### config.mk
export PLATFORM = sky130hd
export DESIGN_NAME = ies_norm_unit
export DESIGN_NICKNAME = d
export VERILOG_FILES = /design/src/sv/ies_pkg.sv /design/src/sv/ies_norm_unit.sv
export SDC_FILE = /design/constraint.sdc
export NUM_CORES = 2
export LEC_CHECK = 0
export ABC_CLOCK_PERIOD_IN_PS = 18300
export BUFFER_PORTS_ARGS = -buffer_cell sky130_fd_sc_hd__buf_2
export CAP_MARGIN = 0
export CORE_UTILIZATION = 50
export DETAILED_ROUTE_END_ITERATION = 10
export PLACE_DENSITY = 0.7
export SLEW_MARGIN = 25
export SYNTH_ARGS = -nofsm -noshare
export SYNTH_HDL_FRONTEND = slang
export SYNTH_SLANG_ARGS = --single-unit
### constraint.sdc
create_clock -name clk -period 18.3 [get_ports clk]
set_input_delay 1.83 -clock clk [delete_from_list [all_inputs] [get_ports clk]]
set_output_delay 1.83 -clock clk [all_outputs]
set_load 0.005 [all_outputs]
### src/sv/ies_pkg.sv
// -----------------------------------------------------------------------------
// ies_pkg
// Shared types, constants and codes of the icosphere edge subdivider
// -----------------------------------------------------------------------------
package ies_pkg;

	localparam int IDX_W      = 10;
	localparam int CNT_W      = 11;
	localparam int VTX_DEPTH  = 1024;
	localparam int EDGE_DEPTH = 1024;
	localparam int COORD_W    = 16;
	localparam int SUM_W      = 18;
	localparam int MAG_W      = 17;
	localparam int RAD_W      = 15;
	localparam int NN_W       = 2 * MAG_W;
	localparam int WORK_W     = 62;
	localparam int ROOT_LAST  = 30;
	localparam int QUO_W      = 17;
	localparam int FRAC_W     = 14;

	localparam logic [RAD_W-1:0] RAD_RESET = RAD_W'(16384);

	// item kinds
	localparam logic [1:0] KIND_LOAD   = 2'd0;
	localparam logic [1:0] KIND_SUBDIV = 2'd1;
	localparam logic [1:0] KIND_CLEAR  = 2'd2;

	typedef struct packed {
		logic [1:0]                kind;
		logic [IDX_W-1:0]          first_corner;
		logic [IDX_W-1:0]          second_corner;
		logic [IDX_W-1:0]          third_corner;
		logic signed [COORD_W-1:0] load_x;
		logic signed [COORD_W-1:0] load_y;
		logic signed [COORD_W-1:0] load_z;
	} ies_in_t;

	typedef struct packed {
		logic                      item_type;
		logic [IDX_W-1:0]          index_a;
		logic [IDX_W-1:0]          index_b;
		logic [IDX_W-1:0]          index_c;
		logic signed [COORD_W-1:0] pos_x;
		logic signed [COORD_W-1:0] pos_y;
		logic signed [COORD_W-1:0] pos_z;
		logic                      store_full;
		logic                      last;
	} ies_out_t;

	typedef struct packed {
		logic signed [COORD_W-1:0] x;
		logic signed [COORD_W-1:0] y;
		logic signed [COORD_W-1:0] z;
	} ies_vtx_t;

	typedef struct packed {
		logic [IDX_W-1:0] lo;
		logic [IDX_W-1:0] hi;
		logic [IDX_W-1:0] vid;
	} ies_edge_t;

	typedef struct packed {
		logic start;
		logic insert;
		logic clear;
	} ies_et_cmd_t;

	typedef struct packed {
		logic done;
		logic hit;
		logic full;
	} ies_et_stat_t;

	typedef enum logic [2:0] {
		N_IDLE,
		N_SQUARE,
		N_ROOT,
		N_SCALE,
		N_PREP,
		N_DIVIDE,
		N_DONE
	} ies_norm_st_t;

	typedef enum logic [3:0] {
		T_IDLE,
		T_LOAD,
		T_SEARCH_GO,
		T_SEARCH_WAIT,
		T_RD_P,
		T_RD_Q,
		T_RD_W,
		T_NORM_GO,
		T_NORM_WAIT,
		T_VTX,
		T_ERR,
		T_TRI
	} ies_top_st_t;

endpackage

### src/sv/ies_norm_unit.sv
// -----------------------------------------------------------------------------
// ies_norm_unit
// Turns a corner sum into a point on the sphere: squares, integer root and
// one restoring divide per coordinate, all on one shared datapath
// -----------------------------------------------------------------------------
module ies_norm_unit (
	input  logic                               clk,
	input  logic                               arst_n,
	input  logic                               start,
	input  logic signed [ies_pkg::SUM_W-1:0]   sum_x,
	input  logic signed [ies_pkg::SUM_W-1:0]   sum_y,
	input  logic signed [ies_pkg::SUM_W-1:0]   sum_z,
	input  logic [ies_pkg::RAD_W-1:0]          radius,
	output logic                               done,
	output logic signed [ies_pkg::COORD_W-1:0] pos_x,
	output logic signed [ies_pkg::COORD_W-1:0] pos_y,
	output logic signed [ies_pkg::COORD_W-1:0] pos_z
);
	import ies_pkg::*;

	ies_norm_st_t st_q, st_d;

	logic [MAG_W-1:0]          mag_q [3];
	logic                      neg_q [3];
	logic [RAD_W-1:0]          rad_q;
	logic [1:0]                crd_q;
	logic [4:0]                cnt_q;
	logic [NN_W-1:0]           prod_q;
	logic [NN_W-1:0]           nn_q;
	logic [WORK_W-1:0]         rem_q;
	logic [WORK_W-1:0]         res_q;
	logic [QUO_W-1:0]          quo_q;
	logic signed [COORD_W-1:0] pos_q [3];

	logic [1:0]          sel;
	logic [MAG_W-1:0]    mul_a, mul_b;
	logic [NN_W-1:0]     mul_p;
	logic [NN_W-1:0]     nn_next;
	logic [WORK_W-1:0]   bit_v, trial, div_trial;
	logic [WORK_W-1:0]   n_v;
	logic                ge;
	logic [QUO_W-1:0]    q_next;
	logic signed [COORD_W-1:0] coord;

	// shared multiplier: squares first, then magnitude times radius
	assign sel   = (crd_q == 2'd3) ? 2'd2 : crd_q;
	assign mul_a = mag_q[sel];
	assign mul_b = (st_q == N_SQUARE) ? mag_q[sel] : MAG_W'(rad_q);
	assign mul_p = mul_a * mul_b;

	assign nn_next = nn_q + prod_q;

	// root step and divide step share the wide compare
	assign bit_v     = WORK_W'(1) << {cnt_q, 1'b0};
	assign n_v       = WORK_W'(res_q[ROOT_LAST:0]);
	assign div_trial = WORK_W'({res_q[ROOT_LAST:0], 1'b0}) << cnt_q;
	assign trial     = (st_q == N_ROOT) ? (res_q + bit_v) : div_trial;
	assign ge        = rem_q >= trial;
	assign q_next    = {quo_q[QUO_W-2:0], ge};

	// saturate and apply sign
	always_comb begin
		if (neg_q[sel]) begin
			if (q_next > QUO_W'(32768))
				coord = -16'sd32768;
			else
				coord = -$signed(COORD_W'(q_next));
		end else begin
			if (q_next > QUO_W'(32767))
				coord = 16'sd32767;
			else
				coord = $signed(COORD_W'(q_next));
		end
	end

	// next state
	always_comb begin
		st_d = st_q;
		unique case (st_q)
			N_IDLE:   if (start) st_d = N_SQUARE;
			N_SQUARE: begin
				if (crd_q == 2'd3)
					st_d = (nn_next == '0) ? N_DONE : N_ROOT;
			end
			N_ROOT:   if (cnt_q == '0) st_d = N_SCALE;
			N_SCALE:  st_d = N_PREP;
			N_PREP:   st_d = N_DIVIDE;
			N_DIVIDE: begin
				if (cnt_q == '0)
					st_d = (crd_q == 2'd2) ? N_DONE : N_SCALE;
			end
			N_DONE:   st_d = N_IDLE;
			default:  st_d = N_IDLE;
		endcase
	end

	// outputs
	always_comb begin
		done = (st_q == N_DONE);
	end

	assign pos_x = pos_q[0];
	assign pos_y = pos_q[1];
	assign pos_z = pos_q[2];

	// control state
	always_ff @(posedge clk or negedge arst_n) begin
		if (!arst_n) begin
			st_q  <= N_IDLE;
			crd_q <= '0;
			cnt_q <= '0;
		end else begin
			st_q <= st_d;
			unique case (st_q)
				N_IDLE: begin
					crd_q <= '0;
				end
				N_SQUARE: begin
					if (crd_q == 2'd3) begin
						crd_q <= '0;
						cnt_q <= 5'(ROOT_LAST);
					end else begin
						crd_q <= crd_q + 2'd1;
					end
				end
				N_ROOT: begin
					if (cnt_q != '0)
						cnt_q <= cnt_q - 5'd1;
				end
				N_PREP: begin
					cnt_q <= 5'(QUO_W - 1);
				end
				N_DIVIDE: begin
					if (cnt_q == '0)
						crd_q <= crd_q + 2'd1;
					else
						cnt_q <= cnt_q - 5'd1;
				end
				default: ;
			endcase
		end
	end

	// datapath
	always_ff @(posedge clk) begin
		case (st_q)
			N_IDLE: begin
				if (start) begin
					neg_q[0] <= sum_x[SUM_W-1];
					neg_q[1] <= sum_y[SUM_W-1];
					neg_q[2] <= sum_z[SUM_W-1];
					mag_q[0] <= MAG_W'(sum_x[SUM_W-1] ? -sum_x : sum_x);
					mag_q[1] <= MAG_W'(sum_y[SUM_W-1] ? -sum_y : sum_y);
					mag_q[2] <= MAG_W'(sum_z[SUM_W-1] ? -sum_z : sum_z);
					rad_q    <= radius;
					nn_q     <= '0;
				end
			end
			N_SQUARE: begin
				if (crd_q != 2'd0)
					nn_q <= nn_next;
				if (crd_q != 2'd3)
					prod_q <= mul_p;
				else begin
					rem_q <= {nn_next[NN_W-1:0], 28'd0};
					res_q <= '0;
					if (nn_next == '0) begin
						pos_q[0] <= '0;
						pos_q[1] <= '0;
						pos_q[2] <= '0;
					end
				end
			end
			N_ROOT: begin
				if (ge) begin
					rem_q <= rem_q - trial;
					res_q <= (res_q >> 1) + bit_v;
				end else begin
					res_q <= res_q >> 1;
				end
			end
			N_SCALE: begin
				prod_q <= mul_p;
			end
			N_PREP: begin
				// dividend is twice the scaled magnitude plus n, for round half up
				rem_q <= WORK_W'({prod_q[2*FRAC_W+3:0], 15'd0}) + n_v;
				quo_q <= '0;
			end
			N_DIVIDE: begin
				if (ge)
					rem_q <= rem_q - trial;
				quo_q <= q_next;
				if (cnt_q == '0)
					pos_q[sel] <= coord;
			end
			default: ;
		endcase
	end

endmodule

==> metrics.txt <==
die area=~0.077 mm²; Die Height=~280 µm; Worst path top cell family by delay=simple AND/OR/NAND/NOR gates; Placed Cells incl. Taps=between 5,000 and 6,000; Clock transition at path regs=around 0.07 ns; syn nets=between 4,000 and 5,000; Root Driver=clkbuf_16; largest net degree at the start of global routing=between 70 and 80; period utilization=0.593; Max Clock Freq=between 90 and 100 MHz; core area=0.0746 mm²; Worst EP required=18.74 ns; residual DRC count=0; slowest cell delay on critical path=about 0.74 ns; P&R area growth vs syn=8.01%; Most used DFF post-synth=edfxtp_1; Total GRT Usage=0.302; DP HPWL=approximately 91 mm; worst-path fanout max=43; initial antenna violation count=0; Via Count=33,109; Synth Instances=roughly 4,400; per-cell routed wire length=21.9 µm; final hold violations=0; area of the mapped netlist=roughly 0.038 mm²; first-pass GRT wire length=183 mm; worst skew pair latency=between 0.6 and 0.7 ns; flop and latch count out of synthesis=335; # resized after CTS=0; worst relative slew slack=0.263; TritonCTS Sinks=between 300 and 400; H-tree Lvls=2; Max Cap Violations=0; postcts setup bufs=0; Synth area leaders=edfxtp_1, fa_1, ha_1, nand2_1, nor2_1; Worst Setup End Kind=flip-flop; leading area contributor after synthesis=edfxtp_1; Post-synth ARST share=0.0299; GPL Wtd Cong=about 1; Slew Limit Fails=0; r2r setup slk=about 7.4 ns; post-synth top area share=0.258; grt ovf=0; CTS tree=done; library cells used by synthesis=just over 90; WP data arrival=~11 ns; CTS Buffer Depth=3; sequential element share of the synthesized area=0.265; Worst Path Class, Setup=flip-flop to flip-flop; Hold Crit Class=flip-flop to flip-flop; n_diodes=0; fraction of layout cells with a size suffix above 1=0.0773; CP max-delay cell=dfrtp_2; Top Ports=between 100 and 150; vias per cell=slightly above 6; die span in x=277 µm; count leader, synth=nand2_1; status=complete, no violations; starting density of the core=0.507; Avg Cell Area, Syn=8.66 µm²; Antenna Nets Post-Route=0; top post-synthesis cells by count=nand2_1, nor2_1, edfxtp_1, inv_1, ha_1; Nets=slightly below 5,000; setup_tns=0 ns; Num CTS Buffers=42; post-layout util=0.547; Period minus WS final=around 11 ns; startpoint types=flip-flop; final setup fails=0; Layout Cells excl Fill=5,367; vias in the first global route=roughly 32,000; cell mode on critical path=ha_1; clock skew=0.0387 ns; drt pass-1 iters=5; Worst-Margin Slew=1.11 ns; final WL=roughly 120 mm; Buf/Inv on CP=2; DRT iter0 DRCs=3,376; RSZ-0062 raised after global routing=no; hold-fix buffers at CTS=0; Ys Warns=0; EDFF count, synth=325; Site Rows=100; IO Port Bufs=between 100 and 150
-- cell usage in the layout (no fill, tap or decap), types with 11 or more instances in the layout --
cell and n:
o21a_1 32, nand4_1 53, o221ai_1 22, buf_4 48, nor2b_1 35, and2_1 54
a31oi_1 61, a211oi_1 32, buf_2 120, and3_1 42, mux4_2 24, a21oi_1 266
nand2_1 538, o31ai_1 43, or3_1 33, edfxtp_1 325, nor2_1 490, clkbuf_16 42
a21boi_0 12, xnor2_1 188, nand2b_1 35, nor3b_1 14, and4_1 11, a31o_2 19
inv_1 324, fa_1 227, o21bai_1 29, o21ai_0 243, mux2_2 12, mux2i_1 56
xor2_1 114, nor3_1 60, a22oi_1 19, o211ai_1 15, nand3_1 84, o22ai_1 31
ha_1 287, a21o_1 112
-- final cells by class --
type	instances	area (µm²)
clock buffer	45	1060
clock inverter	33	445
fill	6834	33800
inverter	329	1230
multi-input combinational	3485	25800
sequential	335	10000
tap	969	1210
timing repair buffer	171	1040
-- flip-flops by register name (all words and copies together) (netlist names) --
register	cells
cnt_q	5
crd_q	2
mag_q	51
neg_q	3
nn_q	34
pos_q	48
prod_q	34
quo_q	16
rad_q	15
rem_q	62
res_q	62
st_q	3
-- metal layers --
metal	up-vias	global-route usage	wire length (µm)
li1	15415	-	-
met1	16038	0.391	48100
met2	1356	0.504	55600
met3	300	0.0349	7660
met4	0	0.147	6260
met5	-	0	0
-- final timing paths --
kind / from / endpoint / depth (start not counted)
max in group asynchronous: arst_n / cnt_q[0] / 1
min: crd_q[0] / crd_q[0] / 1
max reg2reg: cnt_q[1] / pos_q[0][7] / 36
min reg2reg: crd_q[0] / crd_q[0] / 1
max: cnt_q[1] / pos_q[0][7] / 36
min in group asynchronous: arst_n / cnt_q[2] / 1
-- logic make-up after synthesis --
family / synth area share
DFF: 0.265
muxes: 0.0327
buffers and inverters: 0.0551
xor gates and xnor gates: 0.0700
and+or+nand+nor: 0.181
adders and majority gates: 0.217
AOI/OAI and AO/OA: 0.179
-- metrics by stage --
stage          worst slack (ns)  area [µm²]  hold WS [ns]
2_1_floorplan              7.97       37800         0.511
3_3_place_gp               7.81       39200         0.547
3_5_place_dp               7.64       39300         0.557
4_1_cts                    7.55       40800         0.566
5_1_grt                    6.90       40800         0.610
6_report                   7.44       40800         0.567
Power is not shown: default switching activity piles up to over one toggle a cycle in this logic, so the estimate is an artifact.
